## src/rtl/ssds_pkg.sv

```systemverilog
// ----------------------------------------------------------------------------
// ssds_pkg
// shared types and constants of the stepped servo duty sequencer
// ----------------------------------------------------------------------------
package ssds_pkg;

   localparam int NUM_SERVOS = 4;
   localparam int SERVO_W    = 2;
   localparam int ANGLE_W    = 8;
   localparam int PULSE_W    = 15;
   localparam int DUTY_W     = 13;
   localparam int THR_W      = 8;
   localparam int CSR_IDX_W  = 2;
   localparam int CSR_DATA_W = 15;
   localparam int STEP_CNT_W = 5;

   localparam logic [ANGLE_W-1:0] ANGLE_MAX   = 8'd180;
   localparam logic [ANGLE_W-1:0] ANGLE_RESET = 8'd90;
   localparam logic [ANGLE_W-1:0] STEP_DEG    = 8'd10;

   // divide by ten for values up to 180: (x * 205) >> 11
   localparam logic [ANGLE_W-1:0] STEP_RECIP = 8'd205;
   localparam int                 STEP_SHIFT = 11;

   localparam logic [PULSE_W-1:0] MIN_PULSE_RESET = 15'd500;
   localparam logic [PULSE_W-1:0] MAX_PULSE_RESET = 15'd2500;
   localparam logic [THR_W-1:0]   THR_RESET       = 8'd20;
   localparam logic [NUM_SERVOS-1:0] MIRROR_RESET = 4'd10;

   // angle * span, and its reciprocal product for the divide by 180
   localparam int PROD_W      = PULSE_W + ANGLE_W;
   localparam int ANGLE_SHIFT = 31;
   localparam logic [31:0] RECIP_ANGLE = 32'((64'd1 << ANGLE_SHIFT) / 64'd180);
   localparam int DIV1_W      = PROD_W + 32;

   localparam logic [31:0] PERIOD_US    = 32'd20000;
   localparam logic [31:0] DUTY_LEVELS  = 32'd8192;
   localparam int          PERIOD_SHIFT = 32;
   localparam logic [31:0] RECIP_PERIOD = 32'((64'd1 << PERIOD_SHIFT) / 64'(PERIOD_US));
   localparam logic [31:0] DUTY_MAX     = 32'd8191;

   localparam int PIPE_DEPTH = 6;

   typedef enum logic [CSR_IDX_W-1:0] {
      CSR_MIN_PULSE = 2'd0,
      CSR_MAX_PULSE = 2'd1,
      CSR_STEP_THR  = 2'd2,
      CSR_MIRROR    = 2'd3
   } csr_index_type;

   typedef enum logic [1:0] {
      ST_IDLE,
      ST_STEP,
      ST_DRAIN
   } state_type;

   typedef struct packed {
      logic load;
      logic issue_step;
      logic issue_final;
   } cmd_type;

   typedef struct packed {
      logic steps_zero;
      logic pipe_busy;
   } status_type;

endpackage

```

## src/rtl/ssds_ctrl.sv

```systemverilog
// ----------------------------------------------------------------------------
// ssds_ctrl
// sequencer: loads a command, issues intermediate and final angles, drains
// ----------------------------------------------------------------------------
module ssds_ctrl (
   input  logic                 clock,
   input  logic                 reset,
   input  logic                 start,
   output logic                 busy,
   output ssds_pkg::cmd_type    cmd,
   input  ssds_pkg::status_type status
);

   ssds_pkg::state_type state_ff;
   ssds_pkg::state_type state_in;

   always_ff @(posedge clock) begin
      if (reset) begin
         state_ff <= ssds_pkg::ST_IDLE;
      end else begin
         state_ff <= state_in;
      end
   end

   always_comb begin
      state_in = state_ff;
      cmd      = '0;
      unique case (state_ff)
         ssds_pkg::ST_IDLE: begin
            if (start) begin
               cmd.load = 1'b1;
               state_in = ssds_pkg::ST_STEP;
            end
         end
         ssds_pkg::ST_STEP: begin
            if (status.steps_zero) begin
               cmd.issue_final = 1'b1;
               state_in        = ssds_pkg::ST_DRAIN;
            end else begin
               cmd.issue_step = 1'b1;
            end
         end
         ssds_pkg::ST_DRAIN: begin
            if (!status.pipe_busy) begin
               state_in = ssds_pkg::ST_IDLE;
            end
         end
         default: begin
            state_in = ssds_pkg::ST_IDLE;
         end
      endcase
   end

   assign busy = (state_ff != ssds_pkg::ST_IDLE);

endmodule

```

## src/rtl/ssds_datapath.sv

```systemverilog
// ----------------------------------------------------------------------------
// ssds_datapath
// control registers, angle store, step arithmetic and duty pipeline
// ----------------------------------------------------------------------------
module ssds_datapath (
   input  logic                              clock,
   input  logic                              reset,
   input  ssds_pkg::cmd_type                 cmd,
   output ssds_pkg::status_type              status,
   input  logic [ssds_pkg::SERVO_W-1:0]      req_servo_sel,
   input  logic [ssds_pkg::ANGLE_W-1:0]      req_target_angle,
   input  logic                              csr_write,
   input  logic [ssds_pkg::CSR_IDX_W-1:0]    csr_index,
   input  logic [ssds_pkg::CSR_DATA_W-1:0]   csr_wdata,
   output logic                              rsp_valid,
   output logic [ssds_pkg::SERVO_W-1:0]      rsp_out_servo,
   output logic [ssds_pkg::DUTY_W-1:0]       rsp_duty_value,
   output logic                              rsp_last_update
);

   localparam int AW = ssds_pkg::ANGLE_W;
   localparam int PW = ssds_pkg::PULSE_W;
   localparam int RW = ssds_pkg::PROD_W;
   localparam int NS = ssds_pkg::NUM_SERVOS;
   localparam int PD = ssds_pkg::PIPE_DEPTH;

   // control registers
   logic [PW-1:0]             min_pulse_ff;
   logic [PW-1:0]             max_pulse_ff;
   logic [ssds_pkg::THR_W-1:0] step_thr_ff;
   logic [NS-1:0]             mirror_ff;

   // angle store and move state
   logic [AW-1:0]                     angle_ff [NS];
   logic [ssds_pkg::SERVO_W-1:0]      sel_ff;
   logic [AW-1:0]                     target_ff;
   logic [AW-1:0]                     cur_ff;
   logic                              up_ff;
   logic                              mirrored_ff;
   logic [ssds_pkg::STEP_CNT_W-1:0]   steps_ff;

   // pipeline
   logic [PD-1:0]                valid_ff;
   logic [PD-1:0]                last_ff;
   logic [RW-1:0]                prod_ff;
   logic [RW-1:0]                prod2_ff;
   logic [ssds_pkg::DIV1_W-1:0]  div1_ff;
   logic [15:0]                  pulse_ff;
   logic [31:0]                  num_ff;
   logic [31:0]                  num2_ff;
   logic [63:0]                  div2_ff;
   logic [ssds_pkg::DUTY_W-1:0]  duty_ff;

   // load path
   logic [AW-1:0]                   tgt_clamp;
   logic [AW-1:0]                   cur_rd;
   logic [AW-1:0]                   cur_clamp;
   logic                            up_load;
   logic [AW-1:0]                   diff;
   logic [2*AW-1:0]                 quot_prod;
   logic [ssds_pkg::STEP_CNT_W-1:0] steps_load;

   // issue path
   logic [AW-1:0] cur_step;
   logic [AW-1:0] issue_angle;
   logic [AW-1:0] drive;
   logic [PW-1:0] span;
   logic          issue;

   // divide corrections
   logic [PW-1:0] q1;
   logic [RW-1:0] rem1;
   logic [31:0]   q2;
   logic [31:0]   rem2;
   logic [31:0]   q2_fix;
   logic [ssds_pkg::DUTY_W-1:0] duty_in;

   always_comb begin
      tgt_clamp  = (req_target_angle > ssds_pkg::ANGLE_MAX) ? ssds_pkg::ANGLE_MAX
                                                            : req_target_angle;
      cur_rd     = angle_ff[req_servo_sel];
      cur_clamp  = (cur_rd > ssds_pkg::ANGLE_MAX) ? ssds_pkg::ANGLE_MAX : cur_rd;
      up_load    = (tgt_clamp > cur_clamp);
      diff       = up_load ? (tgt_clamp - cur_clamp) : (cur_clamp - tgt_clamp);
      quot_prod  = (2*AW)'(diff) * (2*AW)'(ssds_pkg::STEP_RECIP);
      steps_load = (diff > step_thr_ff)
                 ? ssds_pkg::STEP_CNT_W'(quot_prod >> ssds_pkg::STEP_SHIFT) : '0;
   end

   always_comb begin
      cur_step    = up_ff ? (cur_ff + ssds_pkg::STEP_DEG) : (cur_ff - ssds_pkg::STEP_DEG);
      issue_angle = cmd.issue_final ? target_ff : cur_step;
      drive       = mirrored_ff ? (ssds_pkg::ANGLE_MAX - issue_angle) : issue_angle;
      span        = (max_pulse_ff >= min_pulse_ff) ? (max_pulse_ff - min_pulse_ff) : '0;
      issue       = cmd.issue_step | cmd.issue_final;
   end

   always_comb begin
      q1     = PW'(div1_ff >> ssds_pkg::ANGLE_SHIFT);
      rem1   = prod2_ff - RW'(RW'(q1) * RW'(ssds_pkg::ANGLE_MAX));
      q2     = 32'(div2_ff >> ssds_pkg::PERIOD_SHIFT);
      rem2   = num2_ff - 32'(q2 * ssds_pkg::PERIOD_US);
      q2_fix = q2 + 32'(rem2 >= ssds_pkg::PERIOD_US);
      duty_in = (q2_fix > ssds_pkg::DUTY_MAX) ? ssds_pkg::DUTY_W'(ssds_pkg::DUTY_MAX)
                                              : ssds_pkg::DUTY_W'(q2_fix);
   end

   always_ff @(posedge clock) begin
      if (reset) begin
         min_pulse_ff <= ssds_pkg::MIN_PULSE_RESET;
         max_pulse_ff <= ssds_pkg::MAX_PULSE_RESET;
         step_thr_ff  <= ssds_pkg::THR_RESET;
         mirror_ff    <= ssds_pkg::MIRROR_RESET;
      end else if (csr_write) begin
         unique case (csr_index)
            ssds_pkg::CSR_MIN_PULSE: min_pulse_ff <= PW'(csr_wdata);
            ssds_pkg::CSR_MAX_PULSE: max_pulse_ff <= PW'(csr_wdata);
            ssds_pkg::CSR_STEP_THR:  step_thr_ff  <= ssds_pkg::THR_W'(csr_wdata);
            ssds_pkg::CSR_MIRROR:    mirror_ff    <= NS'(csr_wdata);
         endcase
      end
   end

   always_ff @(posedge clock) begin
      if (reset) begin
         for (int i = 0; i < NS; i++) begin
            angle_ff[i] <= ssds_pkg::ANGLE_RESET;
         end
      end else if (cmd.issue_final) begin
         angle_ff[sel_ff] <= target_ff;
      end
   end

   always_ff @(posedge clock) begin
      if (reset) begin
         steps_ff <= '0;
      end else if (cmd.load) begin
         steps_ff <= steps_load;
      end else if (cmd.issue_step) begin
         steps_ff <= steps_ff - 1'b1;
      end
   end

   always_ff @(posedge clock) begin
      if (cmd.load) begin
         sel_ff      <= req_servo_sel;
         target_ff   <= tgt_clamp;
         cur_ff      <= cur_clamp;
         up_ff       <= up_load;
         mirrored_ff <= mirror_ff[req_servo_sel];
      end else if (cmd.issue_step) begin
         cur_ff <= cur_step;
      end
   end

   always_ff @(posedge clock) begin
      if (reset) begin
         valid_ff <= '0;
      end else begin
         valid_ff <= {valid_ff[PD-2:0], issue};
      end
   end

   always_ff @(posedge clock) begin
      last_ff  <= {last_ff[PD-2:0], cmd.issue_final};
      prod_ff  <= RW'(drive) * RW'(span);
      div1_ff  <= ssds_pkg::DIV1_W'(prod_ff) * ssds_pkg::DIV1_W'(ssds_pkg::RECIP_ANGLE);
      prod2_ff <= prod_ff;
      pulse_ff <= 16'(min_pulse_ff) + 16'(q1) + 16'(rem1 >= RW'(ssds_pkg::ANGLE_MAX));
      num_ff   <= 32'(pulse_ff) * ssds_pkg::DUTY_LEVELS;
      div2_ff  <= 64'(num_ff) * 64'(ssds_pkg::RECIP_PERIOD);
      num2_ff  <= num_ff;
      duty_ff  <= duty_in;
   end

   assign status.steps_zero = (steps_ff == '0);
   assign status.pipe_busy  = |valid_ff;

   assign rsp_valid       = valid_ff[PD-1];
   assign rsp_last_update = last_ff[PD-1];
   assign rsp_duty_value  = duty_ff;
   assign rsp_out_servo   = sel_ff;

endmodule

```

## src/rtl/stepped_servo_duty_sequencer.sv

```systemverilog
// ----------------------------------------------------------------------------
// stepped_servo_duty_sequencer
// servo angle commands to stepped 13-bit pwm duty updates
// ----------------------------------------------------------------------------
// A command is taken when start is high and busy is low. A move of n updates
// (n is 1, or diff/10 + 1 when the change exceeds the step threshold, at most
// 19) issues one angle per cycle into a six-stage duty pipeline (multiply by
// span, divide by 180, offset, scale by levels, divide by period, saturate),
// so updates leave one per cycle, and busy stays high until the last update
// has left the pipeline. Every update is on the rsp_ ports for one cycle
// with rsp_valid; the receiver cannot stall. The csr port is always ready;
// the user must see it is written only while busy is low; it is not enforced.
// ----------------------------------------------------------------------------
module stepped_servo_duty_sequencer (
   input  logic                            clock,
   input  logic                            reset,
   input  logic                            start,
   output logic                            busy,
   input  logic [ssds_pkg::SERVO_W-1:0]    req_servo_sel,
   input  logic [ssds_pkg::ANGLE_W-1:0]    req_target_angle,
   output logic                            rsp_valid,
   output logic [ssds_pkg::SERVO_W-1:0]    rsp_out_servo,
   output logic [ssds_pkg::DUTY_W-1:0]     rsp_duty_value,
   output logic                            rsp_last_update,
   input  logic                            csr_valid,
   output logic                            csr_ready,
   input  logic [ssds_pkg::CSR_IDX_W-1:0]  csr_index,
   input  logic [ssds_pkg::CSR_DATA_W-1:0] csr_wdata
);

   ssds_pkg::cmd_type    cmd;
   ssds_pkg::status_type status;

   assign csr_ready = 1'b1;

   ssds_ctrl u_ctrl (
      .clock  (clock),
      .reset  (reset),
      .start  (start),
      .busy   (busy),
      .cmd    (cmd),
      .status (status)
   );

   ssds_datapath u_datapath (
      .clock            (clock),
      .reset            (reset),
      .cmd              (cmd),
      .status           (status),
      .req_servo_sel    (req_servo_sel),
      .req_target_angle (req_target_angle),
      .csr_write        (csr_valid & csr_ready),
      .csr_index        (csr_index),
      .csr_wdata        (csr_wdata),
      .rsp_valid        (rsp_valid),
      .rsp_out_servo    (rsp_out_servo),
      .rsp_duty_value   (rsp_duty_value),
      .rsp_last_update  (rsp_last_update)
   );

   // results only while a transaction is in flight
   a_rsp_in_busy: assert property (@(posedge clock) disable iff (reset)
      rsp_valid |-> busy)
      else $error("result outside a transaction");

   a_start_busy: assert property (@(posedge clock) disable iff (reset)
      (start && !busy) |=> busy)
      else $error("accepted transaction did not raise busy");

   // nothing follows the final update of a move
   a_last_ends: assert property (@(posedge clock) disable iff (reset)
      (rsp_valid && rsp_last_update) |=> !rsp_valid)
      else $error("result after final update");

endmodule
```

## config.mk

```make
export PLATFORM = sky130hd
export DESIGN_NAME = stepped_servo_duty_sequencer
export DESIGN_NICKNAME = d
export VERILOG_FILES = /design/src/rtl/ssds_pkg.sv /design/src/rtl/ssds_ctrl.sv /design/src/rtl/ssds_datapath.sv /design/src/rtl/stepped_servo_duty_sequencer.sv
export SDC_FILE = /design/constraint.sdc
export NUM_CORES = 2
export LEC_CHECK = 0
export BUFFER_PORTS_ARGS = -buffer_cell sky130_fd_sc_hd__buf_2
export CAP_MARGIN = 15
export CORE_MARGIN = 10
export CORE_UTILIZATION = 60
export DETAILED_ROUTE_END_ITERATION = 10
export PLACE_DENSITY = 0.88
export SYNTH_ARGS = -nofsm -noshare
export SYNTH_HDL_FRONTEND = slang
export SYNTH_SLANG_ARGS = --single-unit
```

## constraint.sdc

```tcl
create_clock -name clock -period 8.44 [get_ports clock]
set_input_delay 0.844 -clock clock [delete_from_list [all_inputs] [get_ports clock]]
set_output_delay 0.844 -clock clock [all_outputs]
set_load 0.01 [all_outputs]
```

# == Word level (Yosys, flattened, before mapping) ==
# Memories as Yosys holds them, arrays and structs flattened.
# Cells that the tools add are included.
# word_totals
register_bits,264
ram_bits,32
input_bits,31
mem_count,1
# memory_table
name,words,width,rd,rd_clocked_by_memory_dff,wr,line_no,source
u_datapath.angle_ff,4,8,1,0,4,ssds_datapath.sv:34,logic [AW-1:0] angle_ff [NS];
# classes
n_addsub,12
multipliers,6
n_lt_le_gt_ge,9
n_eq_ne,8
muxes,31
bitwise_logic,1
reduce_logical,12
# op_table
operator,count
$mux 8,9
$mul 23x19->41 const B,1
$ge 32x15->1 const B,1
$gt 32x13->1 const B,1
$mul 16x16->32 const B,1
$sub 29x32->32,1
$mul 18x10->27 const B,1
$ge 23x8->1 const B,1
$mul 8x15->23,1
$sub 23x23->23,1
$mul 15x6->21 const B,1
$add 18x1->19,1
$add 15x15->16,1
$add 16x1->16,1
$gt 8x8->1,2
$gt 8x8->1 const B,2
$mul 8x8->16 const B,1
$sub 8x8->8,2
$ge 15x15->1,1
$mux 15,1
$mux 5,3
$sub 15x15->15,1
$mux 1,11
$mux 2,5
18 further kinds,28

# == Longest topological paths before layout ==
# logic_depth
ltp_word,8
ltp_mapped,41

# == Cells and area by module ==
# Synthesis repeated with hierarchy kept, for this count alone.
# unflattened
hier_cells,3411
hier_area_um2,32202.1
# modules_own_cells
mod,instances,cells_each,area_per_inst_um2,seq_area_each_um2
ssds_datapath,1,3397,32080.8,5445.2
ssds_ctrl,1,12,110.1,40.0
stepped_servo_duty_sequencer,1,2,11.3,0.0

# == Worst setup path before layout ==
# Ideal clock, no wire load.
# synth_path
kind,input to register
from,input req_servo_sel[0] in the netlist's numbering
to,register u_datapath.steps_ff[2] in the netlist's numbering
setup_ns,0.073
t_arrival_ns,8.100
t_required_ns,8.367
path_slack_ns,0.267
cell_stages,35
path_buffers,1
cell_sequence,buf_2 mux4_2 o21ai_0 a21oi_1 o21ai_0 nand2_1 inv_1 ha_1 inv_1 fa_1 nand3_1 a21oi_2 o31ai_4 inv_2 a221o_1 a221oi_2 o21ai_1 a21boi_1 o21ai_1 xor2_1 ha_1 inv_1 fa_1 inv_1 fa_1 ha_1 ha_1 a21o_1 a21oi_1 o21ai_0 a211oi_1 o21bai_2 xnor2_1 o221a_1 nor3_2
# synth_via
elab_chain_cells,8
elab_cells_between_ends,11
cone_classes,add/sub: 2; mul: 1; order compare: 3; mux: 4; memory: 1
# synth_rtl
element,line_no,source
"start, declared",stepped_servo_duty_sequencer.sv:19,"input logic [ssds_pkg::SERVO_W-1:0] req_servo_sel,"
$mem_v2 4x8 (*),n/a,
$gt 8x8->1,ssds_datapath.sv:82,cur_clamp = (cur_rd > ssds_pkg::ANGLE_MAX) ? ssds_pkg::ANGLE_MAX : cur_rd;
$mux 8 (*),ssds_datapath.sv:82,
$gt 8x8->1 (*),ssds_datapath.sv:83,up_load = (tgt_clamp > cur_clamp);
via u_datapath.up_load,ssds_datapath.sv:58,logic up_load;
$mux 8 (*),ssds_datapath.sv:84,diff = up_load ? (tgt_clamp - cur_clamp) : (cur_clamp - tgt_clamp);
$mul 8x8->16 / $gt 8x8->1 (equally long branches),"ssds_datapath.sv:85, ssds_datapath.sv:86",
$mux 5 (*),ssds_datapath.sv:87,? ssds_pkg::STEP_CNT_W'(quot_prod >> ssds_pkg::STEP_SHIFT) : '0;
$mux 5 (*),ssds_datapath.sv:137,end else if (cmd.load) begin
"end signal, assigned",ssds_datapath.sv:138,steps_ff <= steps_load;
"end signal, assigned",ssds_datapath.sv:140,steps_ff <= steps_ff - 1'b1;
"end, declared",ssds_datapath.sv:40,logic [ssds_pkg::STEP_CNT_W-1:0] steps_ff;
# Mark *: on every way through the listed nets, which the timed path passes. The rest lies on a longest branch.
# A chain may end at the register's enable or synchronous reset.

# == Worst setup path after layout ==
# layout_path
from,register u_datapath.div1_ff[34] in the netlist's numbering
to,register u_datapath.pulse_ff[14]
# layout_via
elab_chain_cells,4
elab_cells_between_ends,5
cone_classes,add/sub: 3; mul: 1; order compare: 1
# layout_rtl
element,line_no,source
"start, declared",ssds_datapath.sv:47,logic [ssds_pkg::DIV1_W-1:0] div1_ff;
"start signal, assigned",ssds_datapath.sv:167,div1_ff <= ssds_pkg::DIV1_W'(prod_ff) * ssds_pkg::DIV1_W'(ssds_pkg::RECIP_ANGLE);
$mul 15x6->21,ssds_datapath.sv:100,rem1 = prod2_ff - RW'(RW'(q1) * RW'(ssds_pkg::ANGLE_MAX));
$sub 23x23->23,ssds_datapath.sv:100,
$ge 23x8->1,ssds_datapath.sv:169,pulse_ff <= 16'(min_pulse_ff) + 16'(q1) + 16'(rem1 >= RW'(ssds_pkg::ANGLE_MAX));
$add 16x1->16 (*),ssds_datapath.sv:169,
"end signal, assigned",ssds_datapath.sv:169,
"end, declared",ssds_datapath.sv:48,logic [15:0] pulse_ff;
# Every way passes the cells marked *; elsewhere a longest branch is shown, timed or not.

==> metrics <==
outcome=finished clean; startpoint of the lowest-slack register-to-register path=u_datapath.div1_ff[34]$_DFF_P_; die extent in x=251 um; die area=0.0629 mm2; antenna diode count=0; antenna viol nets, final=0; Vias per Instance=5.73; Max-Slew Margin vs Limit=38.5%; Placer Congestion=0.946; overall routed net length=77,100 um; unique cell type count in the Yosys netlist=100; Starting Density=60.7%; startpoint of the most critical hold path=u_datapath.last_ff[3]$_DFF_P_; Max stage delay cell, worst path=fa_1; met2 Resource Use GR=40.6%; final max-slew violation count=0; buffer depth of the longest clock path=3; global-route wire length before repair=126,000 um; number of port buffers=48; Top FF cell, synth=dfxtp_1; height of the die=251 um; sequential cell area fraction in the yosys report=17.2%; Layout Skew=0.0177 ns; via count=23,878; number of buffers created by CTS=29; synthesized netlist net count=4,372; deepest level of the CTS H-tree=1; EDFF count, synth=52; minimum clock period after layout=8.31 ns; total half-perimeter wirelength after legalization and detailed placement=62,800 um; area of the placeable core=0.0527 mm2; CP dominant cell by count=ha_1; tightest hold margin=0.326 ns; largest net degree at the start of global routing=68; total congestion overflow=0; share of synthesized flip-flops with an asynchronous set or reset=0%; most used cells in the layout excluding fill and tap cells=inv_1, ha_1, fa_1; gr busiest metal=met2; count of max-cap constraint violations=0; Data arrival, critical path=8.81 ns; peak clock frequency supported by timing=0.120 GHz; clock latency on the worst-skew pair=0.59 ns; Residual DRC=0; Iter 0 DRT Violations=1,894; Fillers=3,781; Syn. warnings=0; share of the clock period used by the worst path=98.4%; kind of critical path=register to register; antenna violations before repair=0; fraction of layout cells with a size suffix above 1=8.08%; met3 GRT Util=3.78%; area growth from synthesis to final layout=8.17%; average detailed-routed wire length per instance=18.5 um; number of optimization iterations in the first detailed-route pass=5; Critical Path Start=u_datapath.div1_ff[34]$_DFF_P_; synth top area cells=fa_1, ha_1, dfxtp_1, inv_1, edfxtp_1; clk sink count=248; Post-DP Area=0.0333 mm2; Setup crit end kind=register; clock-pin transition on the worst setup and hold timing paths=0.06 ns; cell area after synthesis=0.0320 mm2; met1 GRT Util=30.8%; Tot GR Track Use=24.1%; syn avg cell area=9.51 um2; maximum fanout count along the critical path=4; required time worst endpoint=8.95 ns; Layout Cell Area excl Fill=0.0346 mm2; worst min-delay path class=register to register; final hold vios=0; number of nets in the layout=4,466; startpoint types=register; most common cell after layout, fill and taps aside=inv_1; library cell with the largest summed area after synthesis=fa_1; Final Setup Violations=0; Cells after Synth=3,361; number of global-route vias before repair=25,541; flip-flop and latch count after synthesis=248; Root Driver=clkbuf_16; CTS tree=built; stage delay of the slowest cell on the critical path=0.54 ns; placement row count=84; transition at the pin with the smallest max-transition slack=0.915 ns; Top Ports=50; share of Yosys cell area claimed by the top area cell type=24.8%
[path summary, 6_finish.rpt]
| check | depth (start not counted) | slack [ns] | end |
|---|---|---|---|
| worst min-delay path | 0 | 0.33 | u_datapath.last_ff[4]$_DFF_P_ |
| worst max register to register | 38 | 0.13 | u_datapath.pulse_ff[14]$_DFF_P_ |
| worst min register to register | 0 | 0.33 | u_datapath.last_ff[4]$_DFF_P_ |
| worst max-delay path | 38 | 0.13 | u_datapath.pulse_ff[14]$_DFF_P_ |
[metal layers]
layer / vias up / wire, um
li1: 11131 / -
met1: 11510 / 32000
met2: 999 / 36400
met3: 238 / 5520
met4: 0 / 3060
met5: - / 0
[state kept, by name, summed over array words and instances, names as in the netlist]
name                       count
u_datapath.valid_ff            6
u_datapath.rsp_duty_value     13
u_datapath.mirror_ff           4
u_datapath.div2_ff            15
u_datapath.div1_ff            15
u_datapath.steps_ff            5
u_datapath.angle_ff           32
u_datapath.rsp_out_servo       2
u_datapath.target_ff           8
u_datapath.pulse_ff           16
u_datapath.last_ff             6
u_ctrl.state_ff                2
u_datapath.num_ff             16
u_datapath.num2_ff            16
u_datapath.min_pulse_ff       15
u_datapath.prod2_ff           21
u_datapath.mirrored_ff         1
u_datapath.max_pulse_ff       15
u_datapath.cur_ff              8
u_datapath.step_thr_ff         8
u_datapath.up_ff               1
u_datapath.prod_ff            23
[per-stage QoR]
stage	utilization, %	setup TNS [ns]	std cells	setup slack [ns]
2_1_floorplan	-	0	3361	0.267
3_3_place_gp	63.2	0	4100	0.103
3_5_place_dp	63.2	-2.34	4100	-0.217
4_1_cts	65.2	-0.00977	4156	-0.00977
5_1_grt	65.7	-1.58	4166	-0.209
6_report	65.7	0	4166	0.134
[area by class of cell]
class / instances / area [um2] / area share [%]
Clock inverter: 19 / 186 / 0.539
Timing Repair Buffer: 109 / 701 / 2.03
Clock buffer: 35 / 768 / 2.22
Multi-Input combinational cell: 2317 / 23800 / 68.7
Sequential cell: 248 / 5490 / 15.9
Inverter: 750 / 2820 / 8.14
Tap cell: 688 / 861 / 2.49
[Yosys cell counts, types with 5 or more instances]
library cell and instances:
inv_1 747, ha_1 584, fa_1 396, nand2_1 207, dfxtp_1 196, nor2_1 175
a21oi_1 145, xnor2_1 110, o21ai_0 71, a21o_1 53, edfxtp_1 52, xor2_1 51
nand3_1 43, nand2b_1 41, nor3_1 40, clkbuf_1 36, nor2b_1 30, and2_1 29
o21a_1 23, nand4_1 21, o21bai_1 20, a211oi_1 19, and3_1 17, a31oi_1 16
mux2i_1 15, or2_2 14, nand3b_1 13, a211o_1 11, o21ai_1 10, mux4_2 9
or3_1 9, o211ai_1 8, o2111ai_1 7, nor3b_1 6, o22ai_1 6, o31ai_1 6
a21oi_2 5, a31o_2 5, buf_2 5, nor4_1 5, o221ai_1 5
[worst max-delay path, delay by kind of cell (launching register included)]
kind / cells / cell delay [ns]
DFF: 1 / 0.34
xor gates and xnor gates: 3 / 0.45
and+or+nand+nor: 6 / 1.09
buffers and inverters: 3 / 0.29
AOI/OAI and AO/OA: 19 / 3.37
adders and majority gates: 7 / 2.67
[timing repair]
| item | 4_1_cts | 5_1_grt |
|---|---|---|
| resized for setup | 22 | 48 |
| pin swaps | 15 | 49 |
| setup buffers | 2 | 11 |
| setup endpoints to repair | 15 | 21 |
| hold buffers | 0 | 0 |
[cells by family (layout without fill, tap and decap cells)]
logic type | after synthesis | after routing | share of synthesized area, %
flops | 248 | 248 | 17.2
compound gates | 471 | 471 | 9.88
fa+ha+maj | 980 | 980 | 47.6
mux | 29 | 29 | 1.29
other cells | 1 | 1 | 0.0117
xor+xnor | 161 | 161 | 4.41
buf+inv | 796 | 913 | 9.40
simple gates | 675 | 675 | 10.2
Power is left out: the tool's default activity adds up to more than one toggle a clock period on the data nets, which glitch-free logic cannot reach.
